--- src/obrb_pkg.sv ---
// shared types and constants for the overwriting byte ring buffer
// no dependencies; imported by every module of the block

package obrb_pkg;

    localparam int DEPTH = 64;
    localparam int PTR_W = $clog2(DEPTH);
    localparam int CNT_W = $clog2(DEPTH + 1);

    typedef enum logic [1:0] {
        CMD_PUT         = 2'd0,
        CMD_GET         = 2'd1,
        CMD_FLUSH       = 2'd2,
        CMD_FLUSH_CLEAR = 2'd3
    } t_cmd;

    typedef struct packed {
        t_cmd       cmd;
        logic [7:0] data_byte;
    } t_in;

    typedef struct packed {
        logic [7:0]       read_byte;
        logic [7:0]       front_byte;
        logic [CNT_W-1:0] fill_count;
        logic             overwrote;
    } t_out;

    typedef struct packed {
        logic load;
        logic exec;
    } t_ctrl;

endpackage

--- src/overwriting_byte_ring_buffer.sv ---
// overwriting byte ring buffer: one command in, one result word out
// the accepting edge registers the command and the read of the byte store, then the execute
// state registers the result and the o_done strobe; start is ignored while busy is high
// a new command may be accepted in the cycle o_done is shown
// synchronous active-low reset empties the buffer and marks every entry as zero
// depends on obrb_pkg, obrb_ctrl, obrb_dp

module overwriting_byte_ring_buffer import obrb_pkg::*; (
    input  logic i_clk,
    input  logic i_rst_n,
    input  logic start,
    input  t_in  i_in,
    output logic busy,
    output logic o_done,
    output t_out o_res
);

    t_ctrl ctrl;

    obrb_ctrl u_ctrl (
        .i_clk   (i_clk),
        .i_rst_n (i_rst_n),
        .i_start (start),
        .o_busy  (busy),
        .o_ctrl  (ctrl)
    );

    obrb_dp u_dp (
        .i_clk   (i_clk),
        .i_rst_n (i_rst_n),
        .i_ctrl  (ctrl),
        .i_in    (i_in),
        .o_done  (o_done),
        .o_res   (o_res)
    );

endmodule

--- src/obrb_ctrl.sv ---
// controller for the ring buffer: idle/execute sequencing and busy flag
// depends on obrb_pkg

module obrb_ctrl import obrb_pkg::*; (
    input  logic  i_clk,
    input  logic  i_rst_n,
    input  logic  i_start,
    output logic  o_busy,
    output t_ctrl o_ctrl
);

    typedef enum logic {
        S_IDLE,
        S_EXEC
    } t_state;

    t_state r_state;
    logic   r_busy;

    always_ff @(posedge i_clk) begin
        if (!i_rst_n) begin
            r_state <= S_IDLE;
            r_busy  <= 1'b0;
        end else begin
            case (r_state)
                S_IDLE: begin
                    if (i_start) begin
                        r_state <= S_EXEC;
                        r_busy  <= 1'b1;
                    end
                end
                S_EXEC: begin
                    r_state <= S_IDLE;
                    r_busy  <= 1'b0;
                end
                default: begin
                    r_state <= S_IDLE;
                    r_busy  <= 1'b0;
                end
            endcase
        end
    end

    assign o_busy      = r_busy;
    assign o_ctrl.load = i_start && (r_state == S_IDLE);
    assign o_ctrl.exec = (r_state == S_EXEC);

endmodule

--- src/obrb_dp.sv ---
// datapath for the ring buffer: byte store, valid bits, pointers, count, result
// depends on obrb_pkg

module obrb_dp import obrb_pkg::*; (
    input  logic  i_clk,
    input  logic  i_rst_n,
    input  t_ctrl i_ctrl,
    input  t_in   i_in,
    output logic  o_done,
    output t_out  o_res
);

    logic [7:0]       r_mem [DEPTH];
    logic [DEPTH-1:0] r_vld;
    logic [PTR_W-1:0] r_wr_ptr;
    logic [PTR_W-1:0] r_rd_ptr;
    logic [CNT_W-1:0] r_cnt;

    t_in        r_item;
    logic [7:0] r_rdata;
    logic       r_rvalid;
    logic       r_done;
    t_out       r_res;

    logic [PTR_W-1:0] n_wr_ptr;
    logic [PTR_W-1:0] n_rd_ptr;
    logic [CNT_W-1:0] n_cnt;
    logic             n_wr_en;
    logic             n_clear;
    t_out             n_res;
    logic [7:0]       front;

    function automatic logic [PTR_W-1:0] ptr_next(input logic [PTR_W-1:0] p);
        logic [PTR_W-1:0] q;
        if (p == PTR_W'(DEPTH - 1)) begin
            q = '0;
        end else begin
            q = p + 1'b1;
        end
        return q;
    endfunction

    // entries never written since reset or clear read as zero
    assign front = r_rvalid ? r_rdata : 8'h00;

    always_comb begin
        n_wr_ptr         = r_wr_ptr;
        n_rd_ptr         = r_rd_ptr;
        n_cnt            = r_cnt;
        n_wr_en          = 1'b0;
        n_clear          = 1'b0;
        n_res.read_byte  = 8'h00;
        n_res.front_byte = front;
        n_res.overwrote  = 1'b0;
        case (r_item.cmd)
            CMD_PUT: begin
                n_wr_en  = 1'b1;
                n_wr_ptr = ptr_next(r_wr_ptr);
                if (r_cnt != CNT_W'(DEPTH)) begin
                    n_cnt = r_cnt + 1'b1;
                end else begin
                    // full: drop the oldest word
                    n_rd_ptr        = ptr_next(r_rd_ptr);
                    n_res.overwrote = 1'b1;
                end
            end
            CMD_GET: begin
                if (r_cnt != '0) begin
                    n_res.read_byte = front;
                    n_rd_ptr        = ptr_next(r_rd_ptr);
                    n_cnt           = r_cnt - 1'b1;
                end
            end
            CMD_FLUSH: begin
                n_wr_ptr = '0;
                n_rd_ptr = '0;
                n_cnt    = '0;
            end
            CMD_FLUSH_CLEAR: begin
                n_wr_ptr = '0;
                n_rd_ptr = '0;
                n_cnt    = '0;
                n_clear  = 1'b1;
            end
            default: begin
                n_cnt = r_cnt;
            end
        endcase
        n_res.fill_count = n_cnt;
    end

    // control state
    always_ff @(posedge i_clk) begin
        if (!i_rst_n) begin
            r_vld    <= '0;
            r_wr_ptr <= '0;
            r_rd_ptr <= '0;
            r_cnt    <= '0;
            r_done   <= 1'b0;
        end else begin
            r_done <= i_ctrl.exec;
            if (i_ctrl.exec) begin
                r_wr_ptr <= n_wr_ptr;
                r_rd_ptr <= n_rd_ptr;
                r_cnt    <= n_cnt;
                if (n_clear) begin
                    r_vld <= '0;
                end else if (n_wr_en) begin
                    r_vld[r_wr_ptr] <= 1'b1;
                end
            end
        end
    end

    // byte store, one write and one registered read port
    always_ff @(posedge i_clk) begin
        if (i_ctrl.exec && n_wr_en) begin
            r_mem[r_wr_ptr] <= r_item.data_byte;
        end
        if (i_ctrl.load) begin
            r_rdata <= r_mem[r_rd_ptr];
        end
    end

    // payload registers
    always_ff @(posedge i_clk) begin
        if (i_ctrl.load) begin
            r_item   <= i_in;
            r_rvalid <= r_vld[r_rd_ptr];
        end
        if (i_ctrl.exec) begin
            r_res <= n_res;
        end
    end

    assign o_done = r_done;
    assign o_res  = r_res;

endmodule

--- config.mk ---
export PLATFORM = sky130hd
export DESIGN_NAME = overwriting_byte_ring_buffer
export DESIGN_NICKNAME = d
export VERILOG_FILES = /design/src/obrb_pkg.sv /design/src/overwriting_byte_ring_buffer.sv /design/src/obrb_ctrl.sv /design/src/obrb_dp.sv
export SDC_FILE = /design/constraint.sdc
export NUM_CORES = 1
export LEC_CHECK = 0
export BUFFER_PORTS_ARGS = -buffer_cell sky130_fd_sc_hd__buf_2
export CORE_MARGIN = 2
export CORE_UTILIZATION = 65
export CTS_BUF_LIST = sky130_fd_sc_hd__clkbuf_16
export CTS_CLUSTER_DIAMETER = 80
export CTS_CLUSTER_SIZE = 24
export DETAILED_ROUTE_END_ITERATION = 8
export PLACE_DENSITY = 0.82
export SYNTH_ARGS = -nofsm -noshare
export SYNTH_HDL_FRONTEND = slang
export SYNTH_HIERARCHICAL = 1
export SYNTH_SLANG_ARGS = --single-unit
export TNS_END_PERCENT = 1
--- constraint.sdc ---
create_clock -name i_clk -period 6.7 [get_ports i_clk]
set_input_delay 1.675 -clock i_clk [delete_from_list [all_inputs] [get_ports i_clk]]
set_output_delay 1.675 -clock i_clk [all_outputs]
set_load 0.01 [all_outputs]
==> results of run 1 <==
## state kept, by name (all words and copies together) (netlist names)
signal / count
u_dp/r_rd_ptr: 6
u_ctrl/o_busy: 1
u_dp/r_vld: 64
u_dp/r_item: 10
u_dp/o_done: 1
u_dp/r_wr_ptr: 6
u_ctrl/r_state: 1
u_dp/r_rdata: 8
u_dp/r_rvalid: 1
u_dp/r_cnt: 7
u_dp/o_res: 24
u_dp/r_mem: 512
## per-layer routing
layer / routed length, µm / up-vias / part of all wire
met5: 52 / - / 0.00091
met4: 2270 / 3 / 0.040
met3: 6770 / 150 / 0.12
met2: 27100 / 1075 / 0.47
met1: 21000 / 6946 / 0.37
li1: - / 5762 / -
## cell usage in the layout, fill, tap and decap left out, types with 3 or more instances in the layout
cell type	n
a2111oi_0	13
a211o_1	5
a211oi_1	14
a21oi_1	84
a221oi_1	16
a22oi_1	13
a31oi_1	6
and2_0	3
and2_1	17
and3_1	5
and3b_1	3
buf_2	38
buf_4	25
clkbuf_16	32
dfxtp_1	82
edfxtp_1	555
ha_1	9
inv_1	29
mux2i_1	25
mux4_2	140
nand2_1	47
nand2b_1	10
nand3_1	8
nand3b_1	4
nand4_1	3
nor2_1	172
nor2b_1	22
nor3_1	18
nor3b_1	3
o21ai_0	22
o221a_2	3
o22ai_1	9
o31ai_1	6
or2_2	3
or4_1	3
xor2_1	4
## area by class of cell
cell class	count	area (µm²)
clock buffer	32	801
sequential	641	18400
tap	518	648
clock inverter	17	86.3
timing repair buffer	63	378
inverter	18	67.6
fill	2382	11800
multi-input combinational	713	6420
## metrics by stage
step,std cells,cell area (µm²),hold slack (ns)
floorplan,1456,25300,0.429
global placement,1953,25900,0.441
detailed placement,1953,25900,0.453
CTS,2002,26800,0.476
global route,2002,26800,0.501
finish,2002,26800,0.473
## power by group through the flow
| stage | Clock (mW) | Combinational, mW | Sequential (mW) |
|---|---|---|---|
| 3_5_place_dp | 0 | 0.247 | 4.46 |
| 4_1_cts | 2.05 | 0.248 | 4.36 |
| 6_report | 2.03 | 0.248 | 4.36 |
| 3_3_place_gp | 0 | 0.240 | 4.45 |
| 5_1_grt | 2.19 | 0.265 | 4.37 |
| 2_1_floorplan | 0 | 0.144 | 4.47 |
## critical path, cell delays in order, from the launching register on
cell and delay (ns):
edfxtp_1 0.43, inv_1 0.10, ha_1 0.48, inv_1 0.22, nor2_1 0.60, nand2_1 0.66
nor2_1 0.80
## worst min-delay path by stage
stage / slack (ns) / cells after the start / from / endpoint
after floorplan: 0.43 / 2 / u_dp/r_vld[16]$_SDFFE_PN0P_ / u_dp/r_vld[16]$_SDFFE_PN0P_
after global placement: 0.44 / 2 / u_dp/r_vld[24]$_SDFFE_PN0P_ / u_dp/r_vld[24]$_SDFFE_PN0P_
after detailed placement: 0.45 / 2 / u_dp/r_vld[2]$_SDFFE_PN0P_ / u_dp/r_vld[2]$_SDFFE_PN0P_
after CTS: 0.48 / 2 / u_dp/r_vld[2]$_SDFFE_PN0P_ / u_dp/r_vld[2]$_SDFFE_PN0P_
after global routing: 0.50 / 2 / u_dp/r_vld[61]$_SDFFE_PN0P_ / u_dp/r_vld[61]$_SDFFE_PN0P_
final: 0.47 / 2 / u_dp/r_vld[39]$_SDFFE_PN0P_ / u_dp/r_vld[39]$_SDFFE_PN0P_
## logic make-up after synthesis
logic type | after synthesis
adder cells (fa/ha/maj) | 9
AO/OA/AOI/OAI | 205
flip-flops | 641
AND/OR/NAND/NOR | 329
buffers and inverters | 102
XOR/XNOR | 4
multiplexers | 166
==> impl_metrics.py, run 1 <==
metrics = {
    "outcome": {
        "status": "finished, final reports clean",
    },
    "routing": {
        "wire_per_inst_um": 28.6,
        "via_count": 13900,
        "drtIter0Drc": 2065,
        "dr.pass1.iters": 5,
        "routed_wl_mm": 57.2,
        "drtAntennaViolNets": 0,
        "drc_errors": 0,
        "post_drt_via_cell_ratio": 6.96,
    },
    "clock_network": {
        "h-tree-depth": 1,
        "clock-root-buffer": "clkbuf_16",
        "cts_buffers": 31,
        "postCtsSetupRepairBufs": 0,
        "clock-sinks": 641,
        "cts_tree": "yes",
        "clk_latency_ns": 0.63,
        "cts_buffer_depth": 3,
        "ctsHoldBuffers": 0,
        "clk_pin_slew_ns": 0.09,
        "ctsResizeCount": 0,
    },
    "pwr": {
        "power.total_mw": 6.64,
        "ir_worst_vdd_v": 0.000292,
        "p_clk_frac": 0.306,
        "p_seq_frac": 0.657,
        "p_int_mw": 5.30,
        "power.density_mw_per_mm2": 248,
        "p_comb_frac": 0.037,
        "power_switching_mw": 1.34,
        "switching_share": 0.202,
        "p_leak_nw": 8.28,
    },
    "grt": {
        "grt_use_met1": 0.415,
        "antenna_found_initial": 0,
        "grt_pass1_wl_mm": 85.7,
        "grt_usage": 0.285,
        "grt_max_degree": 65,
        "gr-usage-met3": 0.0452,
        "overflow": 0,
        "grt_pass1_vias": 13600,
        "top_usage_layer": "met2",
        "use_met2": 0.448,
    },
    "sta": {
        "setup_viol_count_final": 0,
        "setup_slack_ns": 3.02,
        "min_period_ns": 3.68,
        "worst_slew_margin_rel": 0.268,
        "fin_worst_skew_ns": 0.0357,
        "fmax_ghz": 0.272,
        "fin_tns_setup_ns": 0,
        "period_share": 0.549,
        "slew_violations": 0,
        "hold_viol_final": 0,
        "rsz0062_at_grt": "no",
        "tightest_slew_ns": 1.10,
    },
    "die": {
        "rows": 72,
        "die-height_um": 201,
        "die_w_um": 201,
        "initial_core_util": 0.656,
        "io_pins": 39,
        "core_mm2": 0.0386,
        "die_area_mm2": 0.0405,
    },
    "worst_setup_path": {
        "r2r_slack_ns": 3.02,
        "critPathKind": "reg2reg",
        "crit_path_max_fanout": 15,
        "worstSetupStartpointType": "flop",
        "cp.required_ns": 6.94,
        "r2r_end": "u_dp/r_mem[62][1]$_DFFE_PP_",
        "startpoint": "u_dp/r_item[9]$_DFFE_PP_",
        "arrival_ns": 3.92,
        "r2r_cells": 6,
        "cp-end-kind": "flop",
        "critical_path.endpoint": "u_dp/r_mem[62][1]$_DFFE_PP_",
        "reg2reg_from": "u_dp/r_item[9]$_DFFE_PP_",
    },
    "finish": {
        "fin_util": 0.695,
        "diodes": 0,
        "drive_gt1_frac": 0.175,
        "nNetsFinal": 1490,
        "area_growth_pct": 5.92,
    },
    "synth": {
        "synthXorXnorAreaFrac": 0.00138,
        "synth_seq_cells": 641,
        "synth_common_cells": "edfxtp_1, nor2_1, mux4_2, dfxtp_1, a21oi_1",
        "ys_async_sr_fraction": 0,
        "yosysMostFrequentCell": "edfxtp_1",
        "ys.flop_type": "edfxtp_1",
        "synth-adder-area-share": 0.00445,
        "synth.area.top_cells": "edfxtp_1, mux4_2, dfxtp_1",
        "synth_edf_count": 555,
        "syn_area_per_cell_um2": 17.4,
        "yosys.area.top_type": "edfxtp_1",
        "yosys.area_share.simple": 0.0602,
        "synthMuxAreaShare": 0.135,
        "yosysUniqueCellTypes": 55,
        "syn-cell-area_mm2": 0.0253,
        "synth.top_cell.area_share": 0.659,
        "ys_seq_area_frac": 0.727,
        "synth_nets": 1478,
        "synth_compound_area_frac": 0.0523,
        "synth_top_family_by_area": "multiplexers",
        "synth_warnings": 6,
        "postSynthCellCount": 1456,
    },
    "flow_run": {
        "max-cap-violations": 0,
    },
    "place": {
        "gp_congestion": 0.921,
        "dp_hpwl_mm": 35.0,
        "post-place-ws_ns": 3.10,
        "portBuffers": 38,
    },
    "hold_path": {
        "hold_path_class": "reg2reg",
    },
}
(Power assumes the default switching activity.)
==> run 2: changes to the inputs <==
--- a/config.mk
+++ b/config.mk
@@ -7,12 +7,12 @@
 export LEC_CHECK = 0
 export BUFFER_PORTS_ARGS = -buffer_cell sky130_fd_sc_hd__buf_2
 export CORE_MARGIN = 2
-export CORE_UTILIZATION = 65
+export CORE_UTILIZATION = 56
 export CTS_BUF_LIST = sky130_fd_sc_hd__clkbuf_16
 export CTS_CLUSTER_DIAMETER = 80
 export CTS_CLUSTER_SIZE = 24
 export DETAILED_ROUTE_END_ITERATION = 8
-export PLACE_DENSITY = 0.82
+export PLACE_DENSITY = 0.75
 export SYNTH_ARGS = -nofsm -noshare
 export SYNTH_HDL_FRONTEND = slang
 export SYNTH_HIERARCHICAL = 1
==> constraint.sdc (replaced) <==
create_clock -name i_clk -period 3.1 [get_ports i_clk]
set_input_delay 0.775 -clock i_clk [delete_from_list [all_inputs] [get_ports i_clk]]
set_output_delay 0.775 -clock i_clk [all_outputs]
set_load 0.01 [all_outputs]
==> impl_metrics.py, run 2 (synthesis results as in run 1) <==
metrics = {
    "outcome": {
        "status": "finished, final reports clean",
    },
    "die": {
        "io_pins": 39,
        "die-height_um": 217,
        "initial_core_util": 0.570,
        "rows": 77,
        "core_mm2": 0.0444,
        "die_w_um": 217,
        "die_area_mm2": 0.0469,
    },
    "finish": {
        "largest_register_ffs": 512,
        "nNetsFinal": 1607,
        "drive_gt1_frac": 0.234,
        "final_cell_mix": "edfxtp_1, nor2_1, mux4_2",
        "area_growth_pct": 10.2,
        "diodes": 0,
        "regMostFlops": "u_dp/r_mem",
        "final_common_cell": "edfxtp_1",
        "design_area_mm2": 0.0279,
    },
    "worst_setup_path": {
        "arrival_ns": 3.28,
        "cp-end-kind": "flop",
        "crit_path_max_incr_delay_ns": 0.59,
        "worstPathCellList": "buf_12 > mux2i_1 > a221oi_1 > a21oi_1 > nor3_1 > buf_4 > a211o_1",
        "cp.required_ns": 3.59,
        "crit_path_top_delay_cell": "a221oi_1",
        "r2r_slack_ns": 0.31,
        "crit_path_max_fanout": 75,
        "worstSetupStartpointType": "flop",
        "critPathKind": "reg2reg",
    },
    "place": {
        "gp_congestion": 0.856,
        "dp_hpwl_mm": 36.9,
        "placed_area_mm2": 0.0269,
        "portBuffers": 38,
    },
    "routing": {
        "via_count": 14200,
        "drc_errors": 0,
        "drtAntennaViolNets": 0,
        "wire_per_inst_um": 26.2,
        "drtIter0Drc": 1870,
        "routed_wl_mm": 57.6,
        "post_drt_via_cell_ratio": 6.43,
        "dr.pass1.iters": 7,
    },
    "sta": {
        "slew_violations": 0,
        "worst_slew_margin_rel": 0.439,
        "setup_viol_count_final": 0,
        "rsz0062_at_grt": "no",
        "fmax_ghz": 0.358,
        "tightest_slew_ns": 0.821,
        "fin_tns_setup_ns": 0,
        "hold_viol_final": 0,
        "min_period_ns": 2.79,
        "fin_worst_skew_ns": 0.0177,
        "period_share": 0.900,
    },
    "clock_network": {
        "clock-sinks": 641,
        "cts_buffer_depth": 3,
        "h-tree-depth": 1,
        "cts_buffers": 31,
        "postCtsSetupRepairBufs": 0,
        "cts_tree": "yes",
        "ctsResizeCount": 0,
        "clk_latency_ns": 0.62,
        "clock-root-buffer": "clkbuf_16",
        "ctsHoldBuffers": 0,
        "clk_pin_slew_ns": 0.09,
    },
    "flow_run": {
        "max-cap-violations": 0,
    },
    "pwr": {
        "ir_worst_vdd_v": 0.000512,
        "p_leak_nw": 8.96,
        "power.density_mw_per_mm2": 520,
    },
    "grt": {
        "overflow": 0,
        "grt_max_degree": 76,
        "grt_pass1_vias": 13900,
        "grt_usage": 0.249,
        "grt_pass1_wl_mm": 87.2,
        "antenna_found_initial": 1,
    },
    "hold_path": {
        "hold_path_class": "in2reg",
    },
}
-- run 2: changes by cell type in the layout (fill, tap and decap cells not counted), sizes merged --
| cell | change |
|---|---|
| bufinv | +1 |
| inv | +8 |
| clkinv | +1 |
| buf | +117 |
| clkbuf | -1 |
-- run 2: metrics by stage --
stage / instances / hold slack, ns / util / power [mW] / setup WS [ns]
after floorplan: 1456 / 0.429 / - / 9.98 / 0.799
after global placement: 2144 / 0.442 / 0.607 / 10.2 / 0.427
after detailed placement: 2144 / 0.449 / 0.607 / 10.2 / 0.336
after CTS: 2202 / 0.306 / 0.628 / 14.6 / 0.288
after global routing: 2202 / 0.311 / 0.628 / 14.9 / 0.117
final: 2202 / 0.334 / 0.628 / 14.5 / 0.310
-- run 2: final timing paths --
path | to | cells past startpoint | start
worst min register to register | u_dp/r_vld[38]$_SDFFE_PN0P_ | 2 | u_dp/r_vld[38]$_SDFFE_PN0P_
worst max register to register | u_dp/r_rdata[4]$_DFFE_PP_ | 7 | u_dp/r_rd_ptr[0]$_SDFFE_PN0P_
worst max-delay path | u_dp/r_rdata[4]$_DFFE_PP_ | 7 | u_dp/r_rd_ptr[0]$_SDFFE_PN0P_
worst min-delay path | u_dp/r_item[0]$_DFFE_PP_ | 1 | i_in[0]
-- run 2: worst max-delay path: cells and delay by family (launching register included) --
family                 cells  cell delay [ns]
AOI/OAI and AO/OA          3             0.87
buffers and inverters      2             0.66
DFF                        1             0.51
and+or+nand+nor            1             0.37
muxes                      1             0.17
-- run 2: area by class of cell --
class                      instances  area [µm²]
sequential                       641       18400
clock inverter                    27         151
clock buffer                      31         776
fill                            3053       16500
inverter                          18        67.6
tap                              592         741
timing repair buffer             180        1320
multi-input combinational        713        6420
-- run 2: routing by layer --
metal | up-vias | global-route usage | wire, µm
met2 | 728 | 0.407 | 28300
met4 | 0 | 0.0747 | 1740
met3 | 104 | 0.0340 | 4950
met1 | 7307 | 0.356 | 22600
li1 | 6020 | - | -
met5 | - | 0 | 0
-- run 2: power breakdown --
part / internal (mW) / total [mW] / switching [mW]
Clock: 1.93 / 4.50 / 2.58
Combinational: 0.192 / 0.550 / 0.358
Sequential: 9.40 / 9.43 / 0.0346
